==> config.mk <==
export PLATFORM = sky130hd
export DESIGN_NAME = cfts_pat_loader
export DESIGN_NICKNAME = d
export VERILOG_FILES = /design/src/hw/rtl/casefold_text_search_boxes_defines.svh /design/src/hw/rtl/cfts_pkg.sv /design/src/hw/rtl/cfts_pat_loader.sv
export SDC_FILE = /design/constraint.sdc
export NUM_CORES = 1
export LEC_CHECK = 0
export ABC_CLOCK_PERIOD_IN_PS = 5860
export BUFFER_PORTS_ARGS = -buffer_cell sky130_fd_sc_hd__buf_4
export CAP_MARGIN = 10
export CORE_ASPECT_RATIO = 1.25
export CORE_MARGIN = 1.5
export CORE_UTILIZATION = 41
export DETAILED_ROUTE_END_ITERATION = 16
export PLACE_DENSITY = 0.62
export SETUP_SLACK_MARGIN = 0.02
export SYNTH_ARGS = -nofsm -noshare
export SYNTH_HDL_FRONTEND = slang
export SYNTH_SLANG_ARGS = --single-unit
export TNS_END_PERCENT = 30
==> constraint.sdc <==
create_clock -name clk -period 5.86 [get_ports clk]
set_input_delay 1.172 -clock clk [delete_from_list [all_inputs] [get_ports clk]]
set_output_delay 1.172 -clock clk [all_outputs]
set_load 0.02 [all_outputs]
==> src/hw/rtl/casefold_text_search_boxes_defines.svh <==
// ----------------------------------------------------------------------------
// Assertion macros for the case-folding text search block
// Shared concurrent check forms, clocked and disabled during reset.
// ----------------------------------------------------------------------------
`ifndef CASEFOLD_TEXT_SEARCH_BOXES_DEFINES_SVH
`define CASEFOLD_TEXT_SEARCH_BOXES_DEFINES_SVH

// same-cycle implication
`define CFTS_ASSERT_NOW(name, clk_s, rst_n_s, ante, cons, msg) \
	name: assert property (@(posedge clk_s) disable iff (!rst_n_s) (ante) |-> (cons)) \
		else $error(msg);

// next-cycle implication
`define CFTS_ASSERT_NEXT(name, clk_s, rst_n_s, ante, cons, msg) \
	name: assert property (@(posedge clk_s) disable iff (!rst_n_s) (ante) |=> (cons)) \
		else $error(msg);

`endif

==> src/hw/rtl/cfts_pkg.sv <==
// ----------------------------------------------------------------------------
// cfts_pkg
// Types, constants and helpers shared by the text search block.
// ----------------------------------------------------------------------------
`default_nettype none

package cfts_pkg;

	localparam int unsigned CFTS_MAX_PATTERN = 32;
	localparam int unsigned CFTS_COORD_BITS  = 24;

	localparam int unsigned CODE_W     = 21;
	localparam int unsigned PLEN_W     = 6;
	localparam int unsigned PIDX_W     = 5;
	localparam int unsigned MODE_W     = 2;
	localparam int unsigned APB_ADDR_W = 3;
	localparam int unsigned APB_DATA_W = 32;

	// input item kinds
	typedef enum logic [MODE_W-1:0] {
		MODE_PATTERN = 2'd0,
		MODE_TEXT    = 2'd1,
		MODE_PAGE    = 2'd2
	} cfts_mode_t;

	// register index, taken from paddr[2]
	localparam logic REG_PATTERN_LENGTH = 1'b0;

	localparam logic [CODE_W-1:0] CHAR_UPPER_A = 21'h41;
	localparam logic [CODE_W-1:0] CHAR_UPPER_Z = 21'h5A;
	localparam logic [CODE_W-1:0] CASE_OFFSET  = 21'h20;

	typedef enum logic {
		LD_IDLE,
		LD_FILL
	} cfts_ld_state_t;

	typedef struct packed {
		logic shift;     // text glyph transfer: window moves one place
		logic clear;     // new page
		logic pat_shift; // aligned pattern chain moves one place
	} cfts_cell_ctl_t;

	typedef struct packed {
		logic busy;
		logic stale;
	} cfts_ld_status_t;

	function automatic logic [CODE_W-1:0] fold_code(input logic [CODE_W-1:0] c);
		logic [CODE_W-1:0] r;
		r = c;
		if (c >= CHAR_UPPER_A && c <= CHAR_UPPER_Z) begin
			r = c + CASE_OFFSET;
		end
		return r;
	endfunction

endpackage

`default_nettype wire

==> src/hw/rtl/cfts_pat_loader.sv <==
// ----------------------------------------------------------------------------
// cfts_pat_loader
// Pattern store and the sequencer that streams it, first character first,
// into the cell chain so that cell i holds pattern[len-1-i].
// ----------------------------------------------------------------------------
`default_nettype none

module cfts_pat_loader
	import cfts_pkg::*;
	#(
	parameter int unsigned MAX_PATTERN = CFTS_MAX_PATTERN,
	parameter int unsigned LEN_W       = $clog2(CFTS_MAX_PATTERN + 1),
	parameter int unsigned IDX_W       = 5
	) (
	input  wire logic              clk,
	input  wire logic              arst_n,
	input  wire logic              wr_en,
	input  wire logic [IDX_W-1:0]  wr_addr,
	input  wire logic [CODE_W-1:0] wr_data,
	input  wire logic [LEN_W-1:0]  len,
	input  wire logic              go,
	output      cfts_ld_status_t   status,
	output      logic              shift_en,
	output      logic [CODE_W-1:0] shift_data
	);

	logic [CODE_W-1:0] mem [MAX_PATTERN];

	cfts_ld_state_t    state_q, state_d;
	logic [LEN_W-1:0]  cnt_q;
	logic [LEN_W-1:0]  fill_len_q;
	logic [LEN_W-1:0]  built_len_q;
	logic              pat_dirty_q;
	logic              rd_req;
	logic              rd_vld_s1;
	logic [IDX_W-1:0]  rd_addr;
	logic [CODE_W-1:0] rd_data_s1;
	logic              stale;
	logic              start;
	logic              done;

	assign stale = pat_dirty_q || (len != built_len_q);
	assign start = (state_q == LD_IDLE) && go && stale;
	assign done  = (state_q == LD_FILL) && !rd_req && !rd_vld_s1;

	always_comb begin
		state_d = state_q;
		case (state_q)
			LD_IDLE: begin
				if (go && stale) begin
					state_d = LD_FILL;
				end
			end
			LD_FILL: begin
				if (!rd_req && !rd_vld_s1) begin
					state_d = LD_IDLE;
				end
			end
			default: state_d = LD_IDLE;
		endcase
	end

	always_comb begin
		rd_req = 1'b0;
		status = '{busy: 1'b0, stale: stale};
		case (state_q)
			LD_IDLE: begin
				rd_req = 1'b0;
			end
			LD_FILL: begin
				rd_req      = cnt_q < fill_len_q;
				status.busy = 1'b1;
			end
			default: begin
				rd_req = 1'b0;
			end
		endcase
	end

	assign rd_addr = cnt_q[IDX_W-1:0];

	always_ff @(posedge clk or negedge arst_n) begin
		if (!arst_n) begin
			state_q     <= LD_IDLE;
			cnt_q       <= '0;
			fill_len_q  <= '0;
			built_len_q <= '0;
			pat_dirty_q <= 1'b0;
			rd_vld_s1   <= 1'b0;
		end else begin
			state_q   <= state_d;
			rd_vld_s1 <= rd_req;
			if (start) begin
				fill_len_q <= len;
				cnt_q      <= '0;
			end else if (rd_req) begin
				cnt_q <= cnt_q + 1'b1;
			end
			if (done) begin
				built_len_q <= fill_len_q;
			end
			if (wr_en) begin
				pat_dirty_q <= 1'b1;
			end else if (start) begin
				pat_dirty_q <= 1'b0;
			end
		end
	end

	always_ff @(posedge clk) begin
		if (wr_en) begin
			mem[wr_addr] <= wr_data;
		end
	end

	always_ff @(posedge clk) begin
		rd_data_s1 <= mem[rd_addr];
	end

	assign shift_en   = rd_vld_s1;
	assign shift_data = rd_data_s1;

endmodule

`default_nettype wire

* Word-level counts from Yosys, hierarchy flattened
Memories as Yosys holds them, arrays and structs flattened. A register that Yosys moved wholly into a read port is not among the register bits. Index checks and enable logic that the tools add are counted.
Word-level totals: register bits 21, bits in writable memories 672, logic and storage cells 33, memories kept 1
Memories:
- mem | words 32, bits a word 21, rd ports 1, clocked after memory_dff 1, write ports 1, RTL line cfts_pat_loader.sv:27 | logic [CODE_W-1:0] mem [MAX_PATTERN];
Operators by class: $add $sub $neg 1, magnitude comparators 1, equality and inequality tests 1, mux-type cells 11, bitwise operators 1, reductions and logical operators 11
Operators by type and width (count):
- 2-to-1 mux 6 bit | 2
- 2-to-1 mux 1 bit | 7
- adder 6 x 1 -> 6 bit, second input constant | 1
- logical AND 1 bit | 6
- less-than comparator 6 bit | 1
- inequality test 6 bit | 1
- case mux 1 bit (2 select lines) | 2
- nonzero test 2 bit | 2
- zero test 1 bit | 2
- logical OR 1 bit | 1
- inverter 1 bit | 1

* Depth between registers and ports, before layout
Gate-level depths: netlist of the first run.
depth in word-level cells 6, depth in mapped cells 9

* Worst setup path before layout of the first run
No wires, ideal clock.
kind input -> register, start point input wr_addr[1], end point memory mem[12][0], enable pin, library setup time 0.399 ns, arrival 2.730 ns, path slack 2.731 ns, stages 3, buffers on the path 1, cell sequence or3b_2 > clkbuf_1 > nor2_1
RTL lines:
- start: declaration | RTL line cfts_pat_loader.sv:18 | input wire logic [IDX_W-1:0] wr_addr,
- end: declaration | RTL line cfts_pat_loader.sv:27
Straight into the memory's write port.

==> metrics.txt, run 1 <==
flip-flop and latch count after synthesis a little over 700; finished layout cell area around 0.031 mm2; top flip-flop cell by instance count after synthesis sky130_fd_sc_hd__edfxtp_1; largest stage delay on the critical path about 950 ps; starting DRC count in detailed routing around 1.4k; mean cell area of the mapped netlist ~21 um2; average wire per cell in the routed design between 20 and 30 um; PortBufs slightly below 60; total routed wirelength 65,000 um; initial core utilization roughly two fifths; synthesis-to-finish area growth 14.0%; net count of the mapped netlist 1,310; largest net degree at the start of global routing 86; Critical Path AT around 4000 ps; most used cells in the layout excluding fill and tap cells sky130_fd_sc_hd__edfxtp_1 (672), sky130_fd_sc_hd__mux4_2 (125), sky130_fd_sc_hd__buf_4 (103); final setup slack of the worst path ~2300 ps; number of diodes added for antenna fixing 0; cell type with the largest total area after synthesis sky130_fd_sc_hd__edfxtp_1; area of the mapped netlist between 0.02 and 0.03 mm2; Max Clk Rate between 200 and 300 MHz; total number of vias around 13k; CP delay by family, top buffers and inverters; CTS Root Buffer Type sky130_fd_sc_hd__clkbuf_16; Yosys warning total 0; power density over cell area about 460 mW/mm2; number of library cell types mapped by synthesis 50; max-capacitance violation count 0; transition time at the pin with the least slew margin approximately 1100 ps; Worst Path Buf+Inv 2; count of flip-flops with a built-in enable after synthesis between 600 and 700; commonest non-fill, non-tap cell in the layout sky130_fd_sc_hd__edfxtp_1; Post-CTS Setup Bufs 0; weighted congestion reported at the end of routability-driven placement 0.793; critical path, cell by cell buf_4 -> nand3b_1 -> buf_4 -> o22ai_1 -> a2111oi_2 -> a21oi_1; final hold viol count 0; cell count after synthesis approximately 1.3k; slowest cell on the critical path sky130_fd_sc_hd__dfrtp_2; Die Y-Extent ~290 um; proportion of layout cells with a drive suffix above 1 a little over a quarter; leakage power summed over all cells 9.95 nW; share of synthesized area occupied by flip-flops and latches 77.7%; share of the synthesized area in the top cell type 74.3%; RSZ-0062 raised after global routing false; cts hold-fix bufs 0; global-route total usage across every layer between 10% and 20%; First-pass DRT Iterations 5; total I/O pin count 60; relative max-transition margin 25.5%; minimum clock period after layout between 3000 and 4000 ps; run status complete, no violations; Num CTS Buffers 68; floorplan die area slightly below 0.07 mm2; Die Width ~230 um; half-perimeter wire length after placement just under 40,000 um; global-route wire length before repair 94,200 um; Crit path required time 6290 ps; core outline area ~0.066 mm2; number of endpoints failing setup at the final stage 0; category of the critical setup timing path reg2reg; critical path fanouts, max 41; net total in the final layout 1,413; critical path launch point type flip-flop; number of global-route vias before repair between 10k and 15k; Core Util, Final between 40% and 50%; CTS-repair resized insts 0; Longest Clk Path Bufs 3; area of placed instances ~0.029 mm2; worst-case setup slack after placement between 2000 and 2500 ps; initial antenna violation count 1; H-tree level count 3; final count of pins violating max slew 0; worst clock skew on the final layout roughly 32 ps; worst min-delay path class in2async; placement row count about 110; DR DRC count 0; peak supply drop 0.244 mV; number of vias per cell after detailed routing approximately 5.8; fraction of synthesis flops using an asynchronous set or reset pin under 10%; antenna viol nets, final 0; overflow left after global routing 0; Worst setup EP type flip-flop; Synth area leaders sky130_fd_sc_hd__edfxtp_1 (74%), sky130_fd_sc_hd__mux4_2 (10%), sky130_fd_sc_hd__mux2i_1 (3.2%), sky130_fd_sc_hd__dfrtp_1 (1.9%), sky130_fd_sc_hd__dfxtp_1 (1.5%); Tcrit/Tclk final around three fifths; clock insertion delay at the later pin of the skew report ~620 ps; Total Neg Setup Slack 0 ps; clock transition time at the flip-flop clock pins of the worst setup and hold paths 70 ps; clock tree from TritonCTS yes; clk sink count roughly 700; critical path's most frequent cell sky130_fd_sc_hd__buf_4
==> cells in the mapped netlist, drive strengths merged (4+ instances only) <==
library cell and count:
nand3b 7, a22o 20, edfxtp 672, o221ai 21, ha 6, nand4 4
buf 42, dfrtp 21, a22oi 21, dfxtp 21, o22ai 20, mux2i 86
a21o 4, mux2 12, xor2 6, a21oi 45, nand3 5, a2111oi 20
mux4 125, clkbuf 29, nor2 40, inv 6
==> cell type report <==
type,instances,area [um2]
Inverter,6,22.5
Multi-Input combinational cell,477,5720
Clock inverter,23,260
Clock buffer,103,1990
Tap cell,856,1070
Timing Repair Buffer,104,793
Sequential cell,714,21100
Fill cell,5351,34600
==> layer usage <==
metal / part of all wire [%] / up-vias / GRT usage (%) / routed length, um
li1: - / 5534 / - / -
met1: 40 / 7065 / 25.4 / 26300
met2: 51 / 442 / 33.0 / 33400
met3: 5.6 / 90 / 2.88 / 3660
met4: 2.5 / 2 / 6.85 / 1630
met5: 0.014 / - / 0 / 9
==> kinds of logic after synthesis <==
kind of cell	share of synthesized area, %
flops	77.7
mux	14.0
compound gates	4.65
buf+inv	1.59
simple gates	1.43
xor+xnor	0.290
fa+ha+maj	0.276
==> state kept, by name, summed over array words and instances (netlist names) <==
register     flops
mem            672
shift_en         1
shift_data      21
built_len_q      6
fill_len_q       6
pat_dirty_q      1
cnt_q            6
state_q          1
==> final timing paths <==
kind / startpoint / to / slack (ps) / cells past startpoint
max: cnt_q[1] / shift_data[10] / 2310 / 6
min: arst_n / cnt_q[2] / 430 / 1
max reg2reg: cnt_q[1] / shift_data[10] / 2310 / 6
min reg2reg: pat_dirty_q / pat_dirty_q / 510 / 1
max in group asynchronous: arst_n / cnt_q[0] / 5180 / 1
min in group clk: pat_dirty_q / pat_dirty_q / 510 / 1
==> per-stage QoR <==
stage	cells	power, mW	hold slack [ps]
after floorplan	1268	8.64	449
after global placement	2157	9.91	485
after detailed placement	2157	9.93	502
after CTS	2283	14.3	407
after global routing	2283	14.7	439
final	2283	14.2	433
==> worst reg2reg max path, delay by kind of cell, from the launching register on <==
kind | cells | cell delay, ps
AOI/OAI and AO/OA | 3 | 1090
and+or+nand+nor | 1 | 210
buffers and inverters | 2 | 1100
DFF | 1 | 950
==> report_power, final <==
| part | leakage, nW | internal [mW] | switching [mW] |
|---|---|---|---|
| Sequential | 6.48 | 5.79 | 0.364 |
| Clock | 1.08 | 2.54 | 1.88 |
| Combinational | 2.39 | 1.58 | 2.02 |
(Power assumes the default switching activity.)
==> run 2: changes to the inputs <==
--- a/config.mk
+++ b/config.mk
@@ -5,14 +5,14 @@
 export SDC_FILE = /design/constraint.sdc
 export NUM_CORES = 1
 export LEC_CHECK = 0
-export ABC_CLOCK_PERIOD_IN_PS = 5860
+export ABC_CLOCK_PERIOD_IN_PS = 3000
 export BUFFER_PORTS_ARGS = -buffer_cell sky130_fd_sc_hd__buf_4
 export CAP_MARGIN = 10
 export CORE_ASPECT_RATIO = 1.25
 export CORE_MARGIN = 1.5
 export CORE_UTILIZATION = 41
 export DETAILED_ROUTE_END_ITERATION = 16
-export PLACE_DENSITY = 0.62
+export PLACE_DENSITY = 0.64
 export SETUP_SLACK_MARGIN = 0.02
 export SYNTH_ARGS = -nofsm -noshare
 export SYNTH_HDL_FRONTEND = slang
==> constraint.sdc (replaced) <==
create_clock -name clk -period 3 [get_ports clk]
set_input_delay 0.6 -clock clk [delete_from_list [all_inputs] [get_ports clk]]
set_output_delay 0.6 -clock clk [all_outputs]
set_load 0.02 [all_outputs]
==> run 2 against run 1 <==
Sequential share of layout area decreased by 0.68 points. Worst setup slack got worse by 2100 ps. Combinational power increased by 110%. Register-to-register slack got worse by 2100 ps. Maximum frequency increased by 29%. Die area unchanged. Sequential power increased by 92%. Cell count increased by 1.7%. Largest power group unchanged.
==> metrics.txt, run 2 (synthesis results as in run 1) <==
run status complete, no violations; max-capacitance violation count 0; final hold viol count 0; Crit path required time ~3400 ps; area of placed instances between 0.02 and 0.03 mm2; synthesis-to-finish area growth 15.2%; Core Util, Final 47.7%; initial core utilization between 40% and 50%; worst min-delay path class in2reg; critical path, cell by cell buf_4 -> nor2b_4 -> buf_12 -> a22o_1 -> a2111oi_1 -> a21oi_1; largest stage delay on the critical path roughly 850 ps; commonest non-fill, non-tap cell in the layout sky130_fd_sc_hd__edfxtp_1; PortBufs 59; relative max-transition margin 29.6%; clock transition time at the flip-flop clock pins of the worst setup and hold paths around 60 ps; average wire per cell in the routed design approximately 27 um; global-route total usage across every layer 19.0%; finished layout cell area between 0.03 and 0.04 mm2; floorplan die area roughly 0.068 mm2; number of endpoints failing setup at the final stage 0; largest net degree at the start of global routing 58; Critical Path AT 3180 ps; worst clock skew on the final layout around 26 ps; Post-CTS Setup Bufs 0; number of vias per cell after detailed routing around 5.7; final count of pins violating max slew 0; critical path fanouts, max 35; Tcrit/Tclk final slightly above 90%; total I/O pin count 60; Longest Clk Path Bufs 3; RSZ-0062 raised after global routing false; antenna viol nets, final 0; Most flops, register mem; number of global-route vias before repair 13.6k; final setup slack of the worst path 253 ps; clk sink count around 710; source of the worst hold timing path len[3]; peak supply drop 0.575 mV; Num CTS Buffers 66; global-route wire length before repair around 92,000 um; half-perimeter wire length after placement just under 40,000 um; Largest register FFs ~670; DR DRC count 0; power density over cell area between 800 and 900 mW/mm2; start point of the critical path cnt_q[2]; slowest cell on the critical path sky130_fd_sc_hd__dfrtp_4; clock insertion delay at the later pin of the skew report approximately 600 ps; Worst setup EP type flip-flop; clock tree from TritonCTS yes; starting DRC count in detailed routing between 1k and 1.5k; overflow left after global routing 0; CTS Root Buffer Type sky130_fd_sc_hd__clkbuf_16; critical path launch point type flip-flop; category of the critical setup timing path reg2reg; leakage power summed over all cells ~10 nW; placement row count 105; critical register-to-register path startpoint cnt_q[2]; most used cells in the layout excluding fill and tap cells sky130_fd_sc_hd__edfxtp_1 (672), sky130_fd_sc_hd__buf_4 (134), sky130_fd_sc_hd__mux4_2 (125); Die Width between 200 and 250 um; proportion of layout cells with a drive suffix above 1 between 20 and 30%; total routed wirelength around 63,000 um; Total Neg Setup Slack 0 ps; total number of vias between 10k and 15k; transition time at the pin with the least slew margin roughly 1100 ps; First-pass DRT Iterations 5; core outline area 0.0656 mm2; weighted congestion reported at the end of routability-driven placement ~0.8; net total in the final layout 1,456; H-tree level count 3; minimum clock period after layout between 2000 and 3000 ps; initial antenna violation count 3; Max Clk Rate about 360 MHz; worst-case setup slack after placement about 230 ps; Die Y-Extent 291 um
[run 2: cell count changes in the layout (fill, tap and decap cells not counted), sizes merged]
cell | before | now
dlygate4sd3 | 0 | 1
diode | 0 | 1
clkbuf | 103 | 89
clkinv | 14 | 20
clkinvlp | 4 | 3
inv | 7 | 8
buf | 104 | 148
[run 2: worst max-delay path: cells and delay by family (launching register included)]
family | cells | cell delay (ps)
and+or+nand+nor | 1 | 150
DFF | 1 | 850
AOI/OAI and AO/OA | 3 | 1090
buffers and inverters | 2 | 480
[run 2: layer usage]
layer  global-route usage, %  share of wire (%)
met4                    7.19                3.3
met5                       0              0.063
met3                    3.66                6.4
met1                    24.5                 39
met2                    31.8                 51
[run 2: per-stage QoR]
step	hold slack [ps]	total power, mW	std cells
finish	242	27.4	2321
global route	237	28.4	2320
CTS	216	27.7	2320
detailed placement	485	19.7	2201
global placement	488	19.6	2201
floorplan	304	16.9	1268
[run 2: path summary, 6_finish.rpt]
kind	end	slack, ps	cells after the start
max	shift_data[0]	250	6
min	fill_len_q[3]	240	2
max reg2reg	shift_data[0]	250	6
min reg2reg	pat_dirty_q	490	1
max in group asynchronous	cnt_q[2]	2290	2
min in group asynchronous	shift_en	440	2
[run 2: layout make-up]
type,count,area (um2)
clock inverters,29,251
fillers,5230,34300
repair buffers,149,1300
flip-flops and latches,714,21100
diodes,1,2.50
clock buffers,89,1800
multi-input cells,477,5720
inverters,6,22.5
well taps,856,1070
[run 2: where the power goes]
part | total (mW) | switching (mW) | internal, mW
combinational | 7.56 | 4.17 | 3.39
clock | 8.06 | 3.49 | 4.58
sequential | 11.8 | 0.456 | 11.3
[run 2: what timing repair did]
action	CTS	global route
hold buffers	1	0
endpoints found under the hold margin	21	0
gates resized for setup	0	0
